<file path="config.mk">
export PLATFORM = sky130hd
export DESIGN_NAME = lzd_front
export DESIGN_NICKNAME = d
export VERILOG_FILES = /design/src/lzd_pkg.sv /design/src/lzd_front.sv
export SDC_FILE = /design/constraint.sdc
export NUM_CORES = 1
export LEC_CHECK = 0
export CAP_MARGIN = 30
export CORE_MARGIN = 3
export CORE_UTILIZATION = 40
export CTS_CLUSTER_DIAMETER = 80
export CTS_CLUSTER_SIZE = 16
export DETAILED_ROUTE_END_ITERATION = 10
export DONT_BUFFER_PORTS = 1
export SKIP_CTS_REPAIR_TIMING = 1
export SYNTH_ARGS = -nofsm -noshare
export SYNTH_HDL_FRONTEND = slang
export SYNTH_SLANG_ARGS = --single-unit
</file>
<file path="constraint.sdc">
create_clock -name i_clk -period 6.8 [get_ports i_clk]
set_input_delay 1.02 -clock i_clk [delete_from_list [all_inputs] [get_ports i_clk]]
set_output_delay 1.02 -clock i_clk [all_outputs]
set_load 0.03 [all_outputs]
</file>
<file path="src/lzd_pkg.sv">
// shared types and constants for the escape-coded lz decompressor
`default_nettype none

package lzd_pkg;

    localparam int WINDOW_DEPTH = 65536;
    localparam int QUEUE_DEPTH  = 4;
    localparam int SRC_W        = 32;
    localparam int LEN_W        = 14;
    localparam int DIST_W       = 25;

    typedef enum logic [2:0] {
        ST_NONE  = 3'd0,
        ST_BYTE  = 3'd1,
        ST_BUSY  = 3'd2,
        ST_IDLE  = 3'd3,
        ST_MODE  = 3'd4,
        ST_FAR   = 3'd5,
        ST_TRUNC = 3'd6
    } t_status;

    typedef struct packed {
        logic       func;
        logic [7:0] in_byte;
    } t_in_item;

    typedef struct packed {
        t_status    status;
        logic [7:0] out_byte;
        logic       last;
    } t_out_item;

    // command from the parser to the history side
    typedef struct packed {
        t_status           status;
        logic [7:0]        data;
        logic              last;
        logic              hist_wr;
        logic              from_mem;
        logic [DIST_W-1:0] distance;
    } t_cmd;

endpackage

`default_nettype wire

</file>
<file path="src/lzd_front.sv">
// token parser: header, escape codes, match setup and window fill tracking
`default_nettype none

module lzd_front #(
    parameter int WINDOW_DEPTH = lzd_pkg::WINDOW_DEPTH
) (
    input  wire logic            i_clk,
    input  wire logic            i_rst_n,
    input  wire logic            i_valid,
    input  wire lzd_pkg::t_in_item i_item,
    output lzd_pkg::t_cmd        o_cmd
);

    localparam int FW = $clog2(WINDOW_DEPTH + 1);
    localparam int SW = lzd_pkg::SRC_W;
    localparam int LW = lzd_pkg::LEN_W;
    localparam int DW = lzd_pkg::DIST_W;

    typedef enum logic [6:0] {
        PH_HEADER = 7'b0000001,
        PH_PLAIN  = 7'b0000010,
        PH_CODE   = 7'b0000100,
        PH_EXT    = 7'b0001000,
        PH_DIST   = 7'b0010000,
        PH_COPY   = 7'b0100000,
        PH_DRAIN  = 7'b1000000
    } t_phase;

    t_phase        r_phase, n_phase;
    logic [3:0]    r_hdr_idx, n_hdr_idx;
    logic [SW-1:0] r_src_left, n_src_left;
    logic [7:0]    r_key, n_key;
    logic [1:0]    r_dmode, n_dmode;
    logic [1:0]    r_dpos, n_dpos;
    logic [LW-1:0] r_len, n_len;
    logic [DW-1:0] r_dist, n_dist;
    logic [FW-1:0] r_filled, n_filled;

    logic [7:0]    b, code;
    logic          blk_end, do_plain, do_trunc, hist_push;
    logic [DW-1:0] dist_or, dist_fin;
    lzd_pkg::t_cmd cmd;

    assign b = i_item.in_byte;

    always_comb begin
        n_phase    = r_phase;
        n_hdr_idx  = r_hdr_idx;
        n_src_left = r_src_left;
        n_key      = r_key;
        n_dmode    = r_dmode;
        n_dpos     = r_dpos;
        n_len      = r_len;
        n_dist     = r_dist;
        n_filled   = r_filled;
        do_plain   = 1'b0;
        do_trunc   = 1'b0;
        hist_push  = 1'b0;

        cmd          = '0;
        cmd.status   = lzd_pkg::ST_NONE;
        cmd.distance = r_dist;

        // block ends on this byte when one source byte remains
        blk_end  = (r_src_left == SW'(1));
        code     = (b > r_key) ? b - 8'd1 : b;
        dist_or  = r_dist | (DW'(b) << {r_dpos, 3'b000});
        dist_fin = dist_or + DW'(1);

        if (i_item.func) begin
            if (r_phase == PH_COPY) begin
                cmd.status   = lzd_pkg::ST_BYTE;
                cmd.hist_wr  = 1'b1;
                cmd.from_mem = 1'b1;
                hist_push    = 1'b1;
                n_len        = r_len - LW'(1);
                if (r_len == LW'(1)) begin
                    cmd.last = (r_src_left == '0);
                    n_phase  = (r_src_left == '0) ? PH_HEADER : PH_PLAIN;
                end
            end else begin
                cmd.status = lzd_pkg::ST_IDLE;
            end
        end else begin
            unique case (r_phase)
                PH_HEADER: begin
                    if (r_hdr_idx >= 4'd8) begin
                        n_key      = b;
                        n_src_left = r_src_left - SW'(9);
                        n_filled   = '0;
                        n_hdr_idx  = '0;
                        n_phase    = (r_src_left == SW'(9)) ? PH_HEADER : PH_PLAIN;
                    end else begin
                        n_hdr_idx = r_hdr_idx + 4'd1;
                        if (r_hdr_idx == 4'd0) n_src_left = '0;
                        if (r_hdr_idx[3:2] == 2'b01) n_src_left[{r_hdr_idx[1:0], 3'b000} +: 8] = b;
                    end
                end
                PH_PLAIN: begin
                    n_src_left = r_src_left - SW'(1);
                    if (b != r_key) do_plain = 1'b1;
                    else if (blk_end) do_trunc = 1'b1;
                    else n_phase = PH_CODE;
                end
                PH_CODE: begin
                    n_src_left = r_src_left - SW'(1);
                    if (b == r_key) begin
                        do_plain = 1'b1;
                    end else begin
                        n_len   = LW'(code >> 3);
                        n_dist  = '0;
                        n_dmode = code[1:0];
                        n_dpos  = '0;
                        if (code[1:0] == 2'b11) begin
                            cmd.status = lzd_pkg::ST_MODE;
                            n_phase    = blk_end ? PH_HEADER : PH_DRAIN;
                        end else if (blk_end) begin
                            do_trunc = 1'b1;
                        end else begin
                            n_phase = code[2] ? PH_EXT : PH_DIST;
                        end
                    end
                end
                PH_EXT: begin
                    n_src_left = r_src_left - SW'(1);
                    n_len      = r_len | (LW'(b) << 5);
                    if (blk_end) do_trunc = 1'b1;
                    else n_phase = PH_DIST;
                end
                PH_DIST: begin
                    n_src_left = r_src_left - SW'(1);
                    n_dist     = dist_or;
                    if (r_dpos == r_dmode) begin
                        n_len  = r_len + LW'(4);
                        n_dist = dist_fin;
                        if (dist_fin > DW'(r_filled)) begin
                            cmd.status = lzd_pkg::ST_FAR;
                            n_phase    = blk_end ? PH_HEADER : PH_DRAIN;
                        end else begin
                            n_phase = PH_COPY;
                        end
                    end else begin
                        n_dpos = r_dpos + 2'd1;
                        if (blk_end) do_trunc = 1'b1;
                    end
                end
                PH_COPY: begin
                    cmd.status = lzd_pkg::ST_BUSY;
                end
                PH_DRAIN: begin
                    n_src_left = r_src_left - SW'(1);
                    if (blk_end) n_phase = PH_HEADER;
                end
                default: begin
                    n_phase = PH_HEADER;
                end
            endcase
        end

        if (do_plain) begin
            cmd.status  = lzd_pkg::ST_BYTE;
            cmd.data    = b;
            cmd.last    = blk_end;
            cmd.hist_wr = 1'b1;
            hist_push   = 1'b1;
            n_phase     = blk_end ? PH_HEADER : PH_PLAIN;
        end
        if (do_trunc) begin
            cmd.status = lzd_pkg::ST_TRUNC;
            n_phase    = PH_HEADER;
        end
        // decoded byte count saturates at the window size
        if (hist_push && (r_filled < FW'(WINDOW_DEPTH))) n_filled = r_filled + FW'(1);
    end

    assign o_cmd = cmd;

    always_ff @(posedge i_clk) begin
        if (!i_rst_n) begin
            r_phase    <= PH_HEADER;
            r_hdr_idx  <= '0;
            r_src_left <= '0;
            r_key      <= '0;
            r_dmode    <= '0;
            r_dpos     <= '0;
            r_len      <= '0;
            r_dist     <= '0;
            r_filled   <= '0;
        end else if (i_valid) begin
            r_phase    <= n_phase;
            r_hdr_idx  <= n_hdr_idx;
            r_src_left <= n_src_left;
            r_key      <= n_key;
            r_dmode    <= n_dmode;
            r_dpos     <= n_dpos;
            r_len      <= n_len;
            r_dist     <= n_dist;
            r_filled   <= n_filled;
        end
    end

endmodule

`default_nettype wire

</file>
**Word-level counts from Yosys, hierarchy flattened**

Index checks and enable logic that the tools add are counted.

- Flip-flop bits (word level): 111
- Output and inout bits: 39
- Word-level logic and storage cells: 152

- $add $sub $neg: 10
- Order comparisons: 4
- Equality and inequality tests: 32
- Shift-type cells: 3
- Mux-type cells: 72
- Bitwise gates (word level): 4
- Reduce and logical (&&, ||, !) cells: 18

Operators by type and width:

| operator | number |
|---|---|
| $mux 32 | 6 |
| $mux 7 | 16 |
| $mux 17 | 4 |
| $pmux 32 s2 | 1 |
| $mux 14 | 4 |
| $mux 25 | 2 |
| $pmux 25 s2 | 1 |
| $pmux 7 s7 | 1 |
| $pmux 14 s3 | 1 |
| $ne 5x5->1 const B | 7 |
| $bwmux 32 | 1 |
| $eq 32x1->1 const B | 1 |
| $eq 32x4->1 const B | 1 |
| $logic_not 32->1 | 1 |
| $shift 8x7->32 const A | 1 |
| $shiftx 8x7->32 | 1 |
| $sub 32x1->32 const B | 1 |
| $sub 32x4->32 const B | 1 |
| $add 25x1->25 const B | 1 |
| $gt 25x17->1 | 1 |
| $or 25x25->25 | 1 |
| $shl 8x5->25 | 1 |
| $mux 3 | 8 |
| $add 17x1->17 const B | 1 |
| other kinds (50) | 79 |

**Depth between registers and ports, before layout**

- Word-level depth: 10
- Mapped depth: 18

**Least setup slack after synthesis**

No wires, ideal clock.

- Path type: input to output
- Start point: input i_item[1] (netlist bit)
- End point: output o_cmd[36] (netlist bit)
- Arrival time: 4.785 ns
- Path slack: 0.995 ns
- Stages: 17
- Path buffers: 2
- Cell sequence: clkbuf_1 > clkbuf_1 > a21o_1 > ha_1 > inv_1 > a2111oi_2 > nand4b_1 > nor4_1 > xnor2_1 > ha_1 > nand4_1 > nor3_1 > o221ai_1 > o211ai_1 > a22oi_1 > and4_1 > o21ai_0

RTL lines:

| what | RTL line | text |
|---|---|---|
| from (decl) | lzd_front.sv:10 | `input wire lzd_pkg::t_in_item i_item,` |
| to (decl) | lzd_front.sv:11 | `output lzd_pkg::t_cmd o_cmd` |

==> summary.md <==
| Metric | Value |
|---|---|
| Gr ovfl total | 0 |
| CP Class | reg -> out |
| Final Critical Period | 6297 ps |
| Register bit count reported by yosys | 111 |
| CP Max Fanout | 22 |
| Mean Syn Cell Area | 7.053 um2 |
| Layout area overhead | 4.110% |
| Initial core utilization | 40.90% |
| FMAX | 0.1588 GHz |
| Top-level I/O count | 51 |
| Dominant synthesized flop cell | dfxtp_1 |
| Top cell type's share of synthesized area | 23.85% |
| Final-report hold violation count | 0 |
| Final setup vio count | 0 |
| Status | finished clean |
| Synth Instances | 1321 |
| Routability Congestion | 0.9727 |
| Clk buf depth | 2 |
| # nets final | 1295 |
| Max Slew Vio Count | 0 |
| CP startpoint kind | flop |
| Reg-to-reg slack, setup | 1860 ps |
| Vias per cell | 6.260 |
| Synth cell types | 82 |
| Sequential fraction of the synthesis area | 23.85% |
| Max VDD drop | 0.09979 mV |
| Crit path arrival time | 5280 ps |
| Synth warn | 0 |
| First-pass GRT wire length | 49.54 mm |
| EDFF count, synth | 0 |
| Top cells by area, synth | dfxtp_1, a21oi_1, ha_1 |
| Vias in the first global route | 8927 |
| Post-Syn Area | 0.009316 mm2 |
| Slew @ Worst Pin | 1046 ps |
| Fillers | 2358 |
| Die Width | 158.6 um |
| Row cnt | 55 |
| Final core occ | 42.58% |
| Vias | 9759 |
| Drt wl/cell | 19.99 um |
| Worst-skew pair later-pin latency | 370 ps |
| Global Route Usage Sum | 24.55% |
| CTS tree | yes |
| Pwr Density | 150.2 mW/mm2 |
| Post-DP HPWL | 21.09 mm |
| Die ar. | 0.02516 mm2 |
| RSZ-0062 raised after global routing | false |
| HP Class | reg -> reg |
| Die height | 158.6 um |
| CP Data Required Time | 5780 ps |
| Post-synth top area cell | dfxtp_1 |
| CTS H-tree depth | 3 |
| Final Cycle Share | 92.61% |
| Final ANT Viol Nets | 0 |
| # DRC | 0 |
| Root Buffer | clkbuf_16 |
| CTS clk-pin slew, worst paths | 90 ps |
| Post-Route WL | 31.17 mm |
| Sink Count | 111 |
| Initial DRC Count | 1167 |
| Setup Skew | 11.80 ps |
| Pleak | 0.003470 uW |
| Num CTS Buffers | 9 |
| Setup TNS | 0 ps |
| Initial antenna violation count | 1 |
| Syn_nets | 1375 |
| Number of diodes | 0 |
| Commonest non-fill, non-tap cell in the layout | a21oi_1 |
| Async SR Flop Fraction | 0% |
| Setup crit end kind | output port |
| Maximum number of pins on one net before global-route repair | 60 |
| PortBufs | 0 |
| Core area | 0.02278 mm2 |
| Max cap viols | 0 |
| Slew margin rel. | 29.99% |
| Commonest non-fill, non-tap cells in the layout | a21oi_1, nor2_1, nand2_1, dfxtp_1, o21ai_0 |
| Drt pass-1 iters | 8 |
| Fraction of layout cells with a size suffix above 1 | 4.655% |
[power breakdown]
part / switching [uW] / internal [uW] / total, uW
Clock: 288 / 266 / 554
Combinational: 145 / 85.4 / 231
Sequential: 14.9 / 657 / 672
Total: 448 / 1010 / 1460
[synthesized netlist by cell type (all sizes together) (6+ instances only)]
library cell,number
nor3b,8
o22ai,17
and2,22
dfxtp,111
nor2,139
buf,6
nand3,31
nand3b,8
nand4,22
nand2,119
o211ai,6
nand2b,8
clkbuf,97
nor2b,11
nor3,49
a22oi,10
inv,50
ha,42
xor2,19
or3,21
o21ai,89
nor4,28
or4,8
a21oi,146
xnor2,48
a31oi,17
a221oi,20
or2,7
a222oi,11
a21o,22
and3,18
a211oi,22
[stage by stage]
stage	total power [uW]	instances	area, um2	hold WS, ps	worst slack (ps)
after global routing	1520	1559	9699	475.5	42.46
after CTS	1467	1559	9699	461.0	592.1
after floorplan	874.1	1321	9316	436.3	995.2
after global placement	911.4	1542	9402	443.5	1014
after detailed placement	913.1	1543	9407	448.6	877.0
final	1457	1559	9699	459.0	502.7
[layout make-up]
type | instances | area (um2) | share of cell area [%]
clock inverters | 6 | 53.80 | 0.5547
multi-input cells | 1056 | 6514 | 67.16
clock buffers | 10 | 239.0 | 2.464
repair buffers | 12 | 87.58 | 0.9030
flip-flops and latches | 111 | 2222 | 22.91
inverters | 51 | 191.4 | 1.974
well taps | 313 | 391.6 | 4.038
[registers in the layout, summed over array words and instances (netlist names)]
register	count
r_filled	17
r_dist	25
r_len	14
r_dmode	2
r_key	8
r_phase	7
r_src_left	32
r_hdr_idx	4
r_dpos	2
[per-layer routing]
| metal | vias to the layer above | share of wire [%] | track usage [%] |
|---|---|---|---|
| met2 | 417 | 44 | 37.98 |
| met3 | 48 | 7.9 | 3.398 |
| li1 | 4672 | - | - |
| met4 | 0 | 2.1 | 7.415 |
| met5 | - | 0 | 0 |
| met1 | 4622 | 46 | 35.41 |
[kinds of logic after synthesis]
kind of cell	after synthesis	share of synthesized area [%]
AOI/OAI and AO/OA	420	28.87
xor gates and xnor gates	67	6.299
DFF	111	23.85
buffers and inverters	154	6.352
adders and majority gates	42	5.641
muxes	6	0.6849
and+or+nand+nor	521	28.30
[critical path, stage by stage, from the launching register on]
cell	delay (ps)
dfxtp_1	780
nor2b_1	530
a21oi_1	250
or4b_1	730
nor4_1	450
xnor2_1	180
ha_1	330
nand4_1	130
nor3_1	270
o221ai_1	180
o211ai_1	130
a22oi_1	130
and4_1	280
o22ai_1	190
a21o_1	330
[path summary, 6_finish.rpt]
| kind | startpoint | to | cells past startpoint |
|---|---|---|---|
| max reg2reg | r_dpos[0] | r_phase[0] | 17 |
| max | r_dpos[0] | o_cmd[38] | 14 |
| min | r_key[2] | r_key[2] | 2 |
| min reg2reg | r_key[2] | r_key[2] | 2 |
Power figures use the tool's default switching activity.
