==> config.mk <==
export PLATFORM = sky130hd
export DESIGN_NAME = lzd_fifo
export DESIGN_NICKNAME = d
export VERILOG_FILES = /design/src/lzd_pkg.sv /design/src/lzd_fifo.sv
export SDC_FILE = /design/constraint.sdc
export NUM_CORES = 1
export LEC_CHECK = 0
export ABC_AREA = 1
export BUFFER_PORTS_ARGS = -buffer_cell sky130_fd_sc_hd__buf_2
export CAP_MARGIN = 20
export CELL_PAD_IN_SITES_DETAIL_PLACEMENT = 1
export CELL_PAD_IN_SITES_GLOBAL_PLACEMENT = 1
export CORE_MARGIN = 8
export CORE_UTILIZATION = 48
export CTS_CLUSTER_SIZE = 12
export DETAILED_ROUTE_END_ITERATION = 10
export PLACE_DENSITY_LB_ADDON = 0.1
export REMOVE_ABC_BUFFERS = 1
export SYNTH_ARGS = -nofsm -noshare
export SYNTH_HDL_FRONTEND = slang
export SYNTH_SLANG_ARGS = --single-unit
==> constraint.sdc <==
create_clock -name i_clk -period 3.1 [get_ports i_clk]
set_clock_uncertainty 0.1 [all_clocks]
set_input_delay 0.465 -clock i_clk [delete_from_list [all_inputs] [get_ports i_clk]]
set_output_delay 0.465 -clock i_clk [all_outputs]
set_load 0.005 [all_outputs]
==> src/lzd_pkg.sv <==
// shared types and constants for the escape-coded lz decompressor
`default_nettype none

package lzd_pkg;

    localparam int WINDOW_DEPTH = 65536;
    localparam int QUEUE_DEPTH  = 4;
    localparam int SRC_W        = 32;
    localparam int LEN_W        = 14;
    localparam int DIST_W       = 25;

    typedef enum logic [2:0] {
        ST_NONE  = 3'd0,
        ST_BYTE  = 3'd1,
        ST_BUSY  = 3'd2,
        ST_IDLE  = 3'd3,
        ST_MODE  = 3'd4,
        ST_FAR   = 3'd5,
        ST_TRUNC = 3'd6
    } t_status;

    typedef struct packed {
        logic       func;
        logic [7:0] in_byte;
    } t_in_item;

    typedef struct packed {
        t_status    status;
        logic [7:0] out_byte;
        logic       last;
    } t_out_item;

    // command from the parser to the history side
    typedef struct packed {
        t_status           status;
        logic [7:0]        data;
        logic              last;
        logic              hist_wr;
        logic              from_mem;
        logic [DIST_W-1:0] distance;
    } t_cmd;

endpackage

`default_nettype wire

==> src/lzd_fifo.sv <==
// small register queue used between the parser, the history side and the result port
`default_nettype none

module lzd_fifo #(
    parameter int WIDTH = 8,
    parameter int DEPTH = lzd_pkg::QUEUE_DEPTH
) (
    input  wire logic             i_clk,
    input  wire logic             i_rst_n,
    input  wire logic             i_push,
    input  wire logic [WIDTH-1:0] i_data,
    output logic                  o_full,
    input  wire logic             i_pop,
    output logic [WIDTH-1:0]      o_data,
    output logic                  o_empty
);

    localparam int PW = (DEPTH > 1) ? $clog2(DEPTH) : 1;
    localparam int CW = $clog2(DEPTH + 1);

    logic [WIDTH-1:0] r_mem [DEPTH];
    logic [PW-1:0]    r_rd, r_wr;
    logic [CW-1:0]    r_cnt;
    logic             do_push, do_pop;

    assign o_full  = (r_cnt == CW'(DEPTH));
    assign o_empty = (r_cnt == '0);
    assign do_push = i_push && !o_full;
    assign do_pop  = i_pop && !o_empty;
    assign o_data  = r_mem[r_rd];

    function automatic logic [PW-1:0] ptr_inc(input logic [PW-1:0] p);
        ptr_inc = (p == PW'(DEPTH - 1)) ? '0 : p + PW'(1);
    endfunction

    always_ff @(posedge i_clk) begin
        if (!i_rst_n) begin
            r_rd  <= '0;
            r_wr  <= '0;
            r_cnt <= '0;
        end else begin
            if (do_push) r_wr <= ptr_inc(r_wr);
            if (do_pop)  r_rd <= ptr_inc(r_rd);
            if (do_push && !do_pop)      r_cnt <= r_cnt + CW'(1);
            else if (do_pop && !do_push) r_cnt <= r_cnt - CW'(1);
        end
    end

    always_ff @(posedge i_clk) begin
        if (do_push) r_mem[r_wr] <= i_data;
    end

endmodule

`default_nettype wire

Yosys cells after proc, flatten, opt, wreduce, memory -nomap -nowiden --
Memories as Yosys holds them, arrays and structs flattened. A register that Yosys moved wholly into a read port is not among the register bits. Index checks and enable logic that the tools add are counted.
Word-level totals: bits in registers 7, bits in writable memories 32, bits of input ports 12, output and inout port bits 10, logic and storage cells 29, memories 1
Memories:
- r_mem | words 4, width 8, rd ports 1, clocked after memory_dff 1, wr ports 1, line lzd_fifo.sv:21 | logic [WIDTH-1:0] r_mem [DEPTH];
Cells by class: $add $sub $neg 4, eq/ne operators 3, multiplexer cells 8, reductions and logical operators 10
Operator list (number):
- $mux W2 | 4
- $mux W3 | 2
- $add A2 B1 Y2 const B | 2
- $eq A2 B2 Y1 const B | 2
- $logic_and A1 B1 Y1 | 4
- $logic_not A1 Y1 | 4
- $add A3 B1 Y3 const B | 1
- $eq A3 B3 Y1 const B | 1
- $logic_not A3 Y1 | 1
- $sub A3 B1 Y3 const B | 1
- $mux W1 | 2
- $reduce_bool A2 Y1 | 1

Longest topological paths before layout --
Gate-level depths: netlist of run 1.
depth in word-level cells 7, mapped depth 13, mapped depth without buffers 13

Least setup slack after synthesis of run 1 --
OpenSTA, ideal clock, no wires.
path type reg2reg, start point reg r_cnt[1], end point reg r_cnt[1], library setup time 0.116 ns, arrival 1.574 ns, data required time 2.884 ns, path slack 1.310 ns, cell stages (with the launch flop) 10, clock period less this slack 1.790 ns, path through dfxtp_1 -> nor2_1 -> nand2_1 -> nand2_2 -> inv_1 -> ha_1 -> inv_1 -> fa_1 -> o21ai_0 -> nor2_1
On the way: cells in the longest elaborated chain, start to end 6, elaborated cells between the ends (all ways) 15
Ends and longest elaborated chain:
- start: declaration | line lzd_fifo.sv:23 | logic [CW-1:0] r_cnt;
- start signal: assignment | line lzd_fifo.sv:44 | if (do_push && !do_pop) r_cnt <= r_cnt + CW'(1);
- start signal: assignment | line lzd_fifo.sv:45 | else if (do_pop && !do_push) r_cnt <= r_cnt - CW'(1);
- $eq A3 B3 Y1 * | line lzd_fifo.sv:26 | assign o_full = (r_cnt == CW'(DEPTH));
- $logic_not A1 Y1 * | line lzd_fifo.sv:28 | assign do_push = i_push && !o_full;
- $logic_and A1 B1 Y1 * | line lzd_fifo.sv:28
- via do_push | line lzd_fifo.sv:24 | logic do_push, do_pop;
- $logic_not A1 Y1 | line lzd_fifo.sv:45
- $logic_and A1 B1 Y1 | line lzd_fifo.sv:45
- $reduce_bool A2 Y1 (no line)
Mark *: on every way through the listed nets, which the timed path passes. The rest lies on a longest branch. The select of a mux whose other input is x is not followed. A chain may end at the register's enable or synchronous reset.

==> metrics, run 1 <==
outcome=finished, final reports clean; num ports=22; data arrival time of the critical path=about 1.8 ns; dpl ws=approximately 1.1 ns; worst-margin pin slew=~0.8 ns; first-pass GRT wire length=just under 6 mm; Clock power frac=between 20% and 30%; fin crit share=between 70 and 80%; Syn-to-layout area delta=14.0%; die area=~5700 sq um; max-capacitance violation count=0; # clock sinks=between 40 and 50; chip height=roughly 75 um; Mapped Cells=148; cell area after layout=1930 sq um; Routability Congestion=~0.71; GRT Resource Usage Total=14.1%; DRT Wirelength=~3.4 mm; post-route worst setup slack=approximately 0.77 ns; # diodes=0; setup repair after global routing missed its margin=false; # fillers=around 390; Worst Path Max Fanout=17; HP Class=in2reg; Leakage=just under 0.8 nW; peak supply drop=0.000402 V; DRC=0; flop-to-flop setup slack=approximately 1.1 ns; num rows=21; Period minus WS final=around 2.3 ns; Synth cell types=18; Avg Inst Size Synth=about 11 sq um; final hold violation count=0; CTS Hold Bufs=0; GR Overflow Total=0; WL/cell=approximately 16 um; drt via density=approximately 5.1; Max Slew Vio Count=0; Post-CTS Setup Repair Bufs=0; flops & latches, synth=41; TritonCTS Buffers=5; Horiz. Die Dim=75.4 um; CTS tree=yes; CP Capture Type=output pin; nets@finish=a little under 200; Starting Density=between 50 and 60%; clk_lat worst skew=between 0.3 and 0.4 ns; cells resized by post-CTS repair=0; pwr dens=about 840 nW/um^2; Root Buffer=clkbuf_4; share of layout cells above drive strength 1=19.4%; I/O Buffers=21; setup violators final=0; 1st-iter DRT viols=38; P_sw=0.540 mW; initial antenna violation count=0; core area=approximately 3400 sq um; antenna-violating nets left=0; Max Clock Freq=0.429 GHz; Post-DP HPWL=between 2 and 3 mm; setup TNS=0 ns; dpl cell area=around 1800 sq um; CTS clock-pin slew for the worst setup and hold paths=approximately 0.12 ns; Inst Count DP=213; Startpoint Class=flop; Pint=1.09 mW; number of global-route vias before repair=1,217; H-tree depth=2; post-route insts no fill=221; part of the power in combinational logic=roughly 30%; total power=1.63 mW; sw frac=approximately a third; CP Data Required Time=around 2.5 ns; CTS Buffer Depth=2; via count=~1.1k; Seq/Total Area, Yosys=a little under 70%; YS warnings=0; Crit Path Category=reg2out; Worst slew margin=between 40% and 50%; 1st-pass router iterations=4; mapped cell area=between 1500 and 2000 sq um; Seq pwr share=a little under half; pin count of the biggest net entering global routing=18
critical path, cell delays in order (launching register included):
cell,delay (ns)
dfxtp_1,0.70
inv_2,0.26
o21ai_0,0.22
o22ai_1,0.10
buf_2,0.14
power by group through the flow:
stage                     Combinational [mW]  Sequential [mW]  Clock (mW)
after floorplan                        0.309            0.746           0
final                                  0.480            0.756       0.392
after global routing                   0.568            0.767       0.417
after detailed placement               0.487            0.769           0
after global placement                 0.447            0.762           0
after CTS                              0.492            0.758       0.399
cells in the mapped netlist:
cell type / instances / area share [%]
nor2_1: 33 / 7.3
edfxtp_1: 32 / 57
inv_1: 18 / 4.0
nand2_1: 14 / 3.1
o21ai_0: 14 / 4.1
dfxtp_1: 9 / 11
o22ai_1: 8 / 3.0
ha_1: 6 / 4.4
o21ai_2: 3 / 1.6
a21oi_1: 2 / 0.59
buf_6: 2 / 1.3
fa_1: 1 / 1.2
inv_2: 1 / 0.22
nand2_2: 1 / 0.37
nand3_1: 1 / 0.30
nand3b_1: 1 / 0.44
nand4_1: 1 / 0.37
o21ai_1: 1 / 0.30
per-layer routing:
| metal | GRT usage (%) | wire length [um] | up-vias | part of all wire (%) |
|---|---|---|---|---|
| met1 | 14.8 | 1410 | 539 | 41 |
| li1 | - | - | 559 | - |
| met3 | 5.00 | 183 | 4 | 5.3 |
| met5 | 0 | 0 | - | 0 |
| met4 | 4.48 | 35 | 0 | 1.0 |
| met2 | 25.5 | 1820 | 21 | 53 |
area by class of cell:
class | count | area (sq um) | area share, %
Tap cell | 46 | 57.6 | 2.98
Inverter | 19 | 71.3 | 3.69
Multi-Input combinational cell | 86 | 458 | 23.7
Clock inverter | 2 | 35.0 | 1.81
Timing Repair Buffer | 21 | 105 | 5.44
Clock buffer | 6 | 62.6 | 3.24
Sequential cell | 41 | 1140 | 59.1
path summary, 6_finish.rpt:
check | startpoint | end | cells past startpoint
hold reg to reg | r_cnt[1]$_SDFFE_PN0P_ | r_cnt[1]$_SDFFE_PN0P_ | 2
setup / recovery | flop | o_data[4] | 4
setup reg to reg | r_cnt[0]$_SDFFE_PN0P_ | r_cnt[2]$_SDFFE_PN0P_ | 13
hold / removal | i_data[2] | r_mem[0][2]$_DFFE_PP_ | 1
flip-flops by register name, summed over array words and instances, names as in the netlist, named ones only:
register	count
r_rd	2
r_wr	2
r_mem	32
r_cnt	3
stage by stage:
stage,utilization [%],hold slack [ns]
global placement,54.5,0.397
floorplan,-,0.380
finish,57.4,0.232
detailed placement,54.5,0.428
CTS,57.4,0.227
global route,57.4,0.218
cells by family (layout without fill, tap and decap cells):
kind of cell    after synthesis  count (layout)  synth area share (%)
compound gates               28              28                  9.53
fa+ha+maj                     7               7                  5.62
buf+inv                      21              48                  5.54
flops                        41              41                  67.4
simple gates                 51              51                  11.9
cells in the final DEF (no fill, tap or decap):
master,synthesis,final
nor2_1,33,33
edfxtp_1,32,32
buf_2,0,21
inv_1,18,18
nand2_1,14,14
o21ai_0,14,14
dfxtp_1,9,9
o22ai_1,8,8
ha_1,6,6
clkbuf_4,0,5
o21ai_2,3,3
a21oi_1,2,2
nand2_2,1,1
inv_2,1,1
o21ai_1,1,1
nand3b_1,1,1
nand3_1,1,1
nand4_1,1,1
fa_1,1,1
bufinv_16,0,1
clkinv_2,0,1
clkbuf_16,0,1
Note: power is estimated with default switching activity, not from simulation.
==> run 2, diff against run 1 <==
- CORE_UTILIZATION: 48 -> 44
- clock period: 3.1 -> 2.3 ns (I/O delays scaled with it)
==> run 2 against run 1 <==
Effect of this change: register-to-register slack worse by 0.72 ns; non-clock buffer count is 5 higher; via count is 1.2% lower; first-iteration DRC count is 18% higher; combinational power is 39% higher; hold slack worse by 0.064 ns; setup slack worse by 0.40 ns; final cell count is 3.2% higher; design area is 4.1% higher; critical path type is now reg2reg; highest routed layer unchanged.
==> metrics, run 2 (same netlist as run 1, synthesis figures left out) <==
HP Class=in2reg; I/O Buffers=21 (unchanged); Leakage=0.827 nW (+5.3%); nets@finish=198 (+2.6%); data arrival time of the critical path=2.02 ns (+0.25 ns); first-pass GRT wire length=5.44 mm (-6.7%); Horiz. Die Dim=78.0 um (+3.5%); flop-to-flop setup slack=0.36 ns (-0.72 ns); Startpoint Class=flop; clk_lat worst skew=0.28 ns (-0.06 ns); H-tree depth=2 (unchanged); Post-DP HPWL=2.37 mm (-5.7%); share of layout cells above drive strength 1=21.7% (+2.2 points); # diodes=0 (unchanged); Crit Path Category=reg2reg; # clock sinks=41 (unchanged); R2R depth=9 (-4); Critical R2R Launch=r_cnt[1]$_SDFFE_PN0P_; WL/cell=14.3 um (-8.4%); number of global-route vias before repair=1,226 (+0.74%); outcome=finished, final reports clean; most frequent cells in the layout=33 x nor2_1, 32 x edfxtp_1, 21 x buf_2, 18 x inv_1; Syn-to-layout area delta=18.8%; DRC=0 (unchanged); peak supply drop=0.000431 V (+7.1%); CTS Hold Bufs=0 (unchanged); Most flops, register=r_mem; Root Buffer=clkbuf_8; CTS Buffer Depth=2 (unchanged); num ports=22 (unchanged); max reg flops=32 (unchanged); DRT Wirelength=3.26 mm (-5.5%); CP Capture Point=r_cnt[1]$_SDFFE_PN0P_; chip height=78.0 um (+3.5%); pwr dens=1170 nW/um^2 (+39%); initial antenna violation count=0 (unchanged); Fin Hold WS=0.168 ns (-0.0638 ns); fin crit share=84.2%; TritonCTS Buffers=5 (unchanged); Starting Density=45.9% (-4.4 points); Worst slew margin=75.5% (+30 points); Inst Count DP=220 (+3.3%); num rows=22 (+4.8%); CP Data Required Time=2.39 ns (-0.14 ns); Critical path origin=r_cnt[1]$_SDFFE_PN0P_; pin count of the biggest net entering global routing=17 (-1); CP Capture Type=flop; Period minus WS final=1.94 ns; core area=3690 sq um (+9.7%); CTS tree=yes; setup repair after global routing missed its margin=false; antenna-violating nets left=0 (unchanged); GR Overflow Total=0 (unchanged); drt via density=4.86 (-4.3%); Worst Path Max Fanout=7 (-10); Regs by FF count=r_mem (32), r_cnt (3); Post-CTS Setup Repair Bufs=0 (unchanged); 1st-pass router iterations=4 (unchanged); Max Slew Vio Count=0 (unchanged); Routability Congestion=0.727 (+2.4%); cells resized by post-CTS repair=0 (unchanged); most common cell after layout, fill and taps aside=nor2_1; post-route insts no fill=228 (+3.2%); r2r endpoint=r_cnt[1]$_SDFFE_PN0P_; worst-margin pin slew=0.366 ns (-0.441 ns); setup TNS=0 ns (unchanged); Max Clock Freq=just over 0.5 GHz; via count=1,109 (-1.2%); die area=6090 sq um (+7.1%); 1st-iter DRT viols=45 (+18%); max-capacitance violation count=0 (unchanged); final hold violation count=0 (unchanged); setup violators final=0 (unchanged); CTS clock-pin slew for the worst setup and hold paths=0.08 ns (-0.04 ns); GRT Resource Usage Total=11.4% (-2.7 points)
==> run 2: cell types whose count changed in the layout (fill, tap and decap cells not counted), sizes merged <==
| cell | change |
|---|---|
| clkinv | -1 |
| bufinv | +1 |
| inv | +1 |
| clkbuf | -1 |
| buf | +5 |
==> run 2: worst min-delay path by stage <==
| stage | from | endpoint | slack, ns | cells after the start |
|---|---|---|---|---|
| 5_1_grt | i_data[5] | r_mem[0][5]$_DFFE_PP_ | 0.16 | 1 |
| 4_1_cts | i_data[4] | r_mem[2][4]$_DFFE_PP_ | 0.16 | 1 |
| 3_5_place_dp | r_cnt[0]$_SDFFE_PN0P_ | r_cnt[0]$_SDFFE_PN0P_ | 0.42 | 2 |
| 6_report | i_data[4] | r_mem[0][4]$_DFFE_PP_ | 0.17 | 1 |
| 2_1_floorplan | i_data[0] | r_mem[0][0]$_DFFE_PP_ | 0.34 | 0 |
| 3_3_place_gp | r_cnt[0]$_SDFFE_PN0P_ | r_cnt[0]$_SDFFE_PN0P_ | 0.39 | 2 |
==> run 2: area by class of cell <==
class	count	area [sq um]
fillers	406	1680
flip-flops and latches	41	1140
multi-input cells	86	458
repair buffers	26	143
inverters	19	71.3
clock buffers	5	68.8
clock inverters	3	68.8
well taps	48	60.1
==> run 2: routing by layer <==
layer  part of all wire, %  up-vias  GRT usage (%)
met2                    52       18           20.4
met4                   1.1        0           5.00
met1                    42      523           11.4
met5                     0        -              0
li1                      -      564              -
met3                   4.5        4           4.56
==> run 2: stage by stage <==
stage | setup slack [ns] | area [sq um] | total power [mW] | utilization [%]
after CTS | 0.332 | 2010 | 2.39 | 54.5
after detailed placement | 0.344 | 1870 | 1.71 | 50.8
after global placement | 0.416 | 1870 | 1.66 | 50.8
after global routing | 0.180 | 2010 | 2.51 | 54.5
after floorplan | 0.510 | 1670 | 1.42 | -
final | 0.364 | 2010 | 2.36 | 54.5
==> run 2: critical path, cell delays in order, from the launching register on <==
cell and delay [ns]:
dfxtp_1 0.35, nor2_1 0.14, nand2_1 0.12, nand2_2 0.14, inv_1 0.06, ha_1 0.20
inv_1 0.09, fa_1 0.42, o21ai_0 0.17, nor2_1 0.05
==> run 2: report_power, final <==
part	switching [mW]	leakage [nW]	total, mW	internal [mW]
Sequential	0.0836	0.368	1.00	0.921
Clock	0.246	0.0687	0.683	0.437
Combinational	0.401	0.391	0.668	0.267
==> run 3, diff against run 2 <==
- clock period: 2.3 -> 1.9 ns (I/O delays scaled with it)
==> run 3 against run 2 <==
Effect of this change: utilization increased by 1.0 points; setup slack got worse by 0.23 ns; clock power increased by 21%; critical endpoint is now o_data[1]; final cell count increased by 0.88%.
==> metrics, run 3 (same netlist as run 1, synthesis figures left out) <==
outcome=finished, final reports clean; final hold violation count=0 (unchanged); pwr dens=1430 nW/um^2 (+22%); dpl cell area=1890 sq um (+0.80%); Hold Startpoint=i_data[4]; # diodes=0 (unchanged); chip height=78.0 um (unchanged); DRT Wirelength=3.42 mm (+4.9%); data arrival time of the critical path=1.38 ns (-0.64 ns); max-capacitance violation count=0 (unchanged); HP Class=in2reg; worst-margin pin slew=0.295 ns (-0.0714 ns); core area=3690 sq um (unchanged); peak supply drop=0.000566 V (+31%); TritonCTS Buffers=5 (unchanged); I/O Buffers=21 (unchanged); H-tree depth=2 (unchanged); Worst Path Max Fanout=9 (+2); max reg flops=32 (unchanged); num rows=22 (unchanged); Syn-to-layout area delta=21.0%; first-pass GRT wire length=5.58 mm (+2.7%); # clock sinks=41 (unchanged); Inst Count DP=222 (+0.91%); num ports=22 (unchanged); setup violators final=0 (unchanged); CTS Hold Bufs=0 (unchanged); Fin Hold WS=0.111 ns (-0.0578 ns); # fillers=423 (+4.2%); fin crit share=a little over 90%; dpl ws=-0.00385 ns (-0.348 ns); Crit Path Category=reg2out; area of the multi-input gates=475 sq um (+3.8%); cell area after layout=2050 sq um (+1.9%); GR Overflow Total=0 (unchanged); Period minus WS final=between 1.5 and 2 ns; Startpoint Class=flop; Max Clock Freq=between 0.5 and 0.6 GHz; Worst slew margin=80.3% (+4.8 points); WL/cell=14.9 um (+4.0%); DRC=0 (unchanged); setup repair after global routing missed its margin=false; nets@finish=200 (+1.0%); post-route worst setup slack=0.135 ns (-0.228 ns); CTS clock-pin slew for the worst setup and hold paths=0.08 ns (about the same); drt via density=4.90 (+0.83%); die area=6090 sq um (unchanged); CP Capture Type=output pin; CTS Buffer Depth=2 (unchanged); 1st-pass router iterations=4 (unchanged); Root Buffer=clkbuf_8; sequential cell area=1150 sq um (+0.44%); clk_lat worst skew=0.28 ns (about the same); post-route insts no fill=230 (+0.88%); Regs by FF count=r_mem (32), r_cnt (3); Routability Congestion=0.752 (+3.4%); antenna-violating nets left=0 (unchanged); Critical R2R Launch=r_cnt[0]$_SDFFE_PN0P_; Horiz. Die Dim=78.0 um (unchanged); share of layout cells above drive strength 1=27.5% (+5.8 points); Post-DP HPWL=2.42 mm (+2.0%); most frequent cells in the layout=32 x nor2_1, 32 x edfxtp_1, 21 x buf_2, 18 x inv_1; total power=2.93 mW (+25%); number of global-route vias before repair=1,199 (-2.2%); GRT Resource Usage Total=11.7% (+0.31 points); Leakage=0.838 nW (+1.3%); Most flops, register=r_mem; CP Data Required Time=1.51 ns (-0.88 ns); pin count of the biggest net entering global routing=17 (unchanged); via count=1,128 (+1.7%); initial antenna violation count=0 (unchanged); Starting Density=45.9% (unchanged); 1st-iter DRT viols=36 (-20%); Max Slew Vio Count=0 (unchanged); CTS tree=yes
run 3: cell count changes in the layout (fill, tap and decap cells not counted), moves of 2 or more:
cell,before,now
o21ai_0,14,12
buf_4,5,7
nand2_2,1,3
dfxtp_2,0,4
o21ai_1,1,3
dfxtp_1,9,5
nand2_1,14,12
run 3: final timing paths:
kind | to | slack [ns] | depth (start not counted)
hold reg to reg | r_cnt[0]$_SDFFE_PN0P_ | 0.43 | 2
setup / recovery | o_data[1] | 0.14 | 4
setup reg to reg | r_cnt[1]$_SDFFE_PN0P_ | 0.14 | 9
hold / removal | r_mem[1][4]$_DFFE_PP_ | 0.11 | 1
run 3: where the power goes:
part / leakage [nW] / total [mW] / internal (mW) / switching (mW)
registers: 0.369 / 1.24 / 1.12 / 0.119
logic: 0.400 / 0.864 / 0.363 / 0.501
clock network: 0.0687 / 0.827 / 0.529 / 0.299
total: 0.838 / 2.93 / 2.01 / 0.919
run 3: timing repair:
item	CTS	global route
gates cloned	0	0
pin swaps	0	1
endpoints found under the setup margin	2	6
setup buffers	0	0
resized for setup	3	9
run 3: worst max-delay path, stage by stage, from the launching register on:
cell and delay (ns):
dfxtp_2 0.39, inv_1 0.26, o21ai_0 0.15, o22ai_1 0.15, buf_2 0.14
run 3: per-stage QoR:
| stage | setup TNS, ns | util (%) |
|---|---|---|
| after floorplan | 0 | - |
| after global placement | 0 | 51.2 |
| after detailed placement | -0.00385 | 51.2 |
| after CTS | 0 | 55.1 |
| after global routing | 0 | 55.5 |
| final | 0 | 55.5 |
run 3: cell type report:
cell class / instances / area share, %
flip-flops and latches: 41 / 56.0
clock buffers: 5 / 3.36
clock inverters: 3 / 3.36
inverters: 19 / 3.48
repair buffers: 28 / 7.70
well taps: 48 / 2.93
multi-input cells: 86 / 23.2
run 3: per-layer routing:
layer / share of wire [%] / up-vias / GRT usage, %
met4: 0.67 / 0 / 3.89
met2: 54 / 20 / 21.3
met5: 0 / - / 0
li1: - / 567 / -
met3: 3.6 / 2 / 3.76
met1: 42 / 539 / 12.5
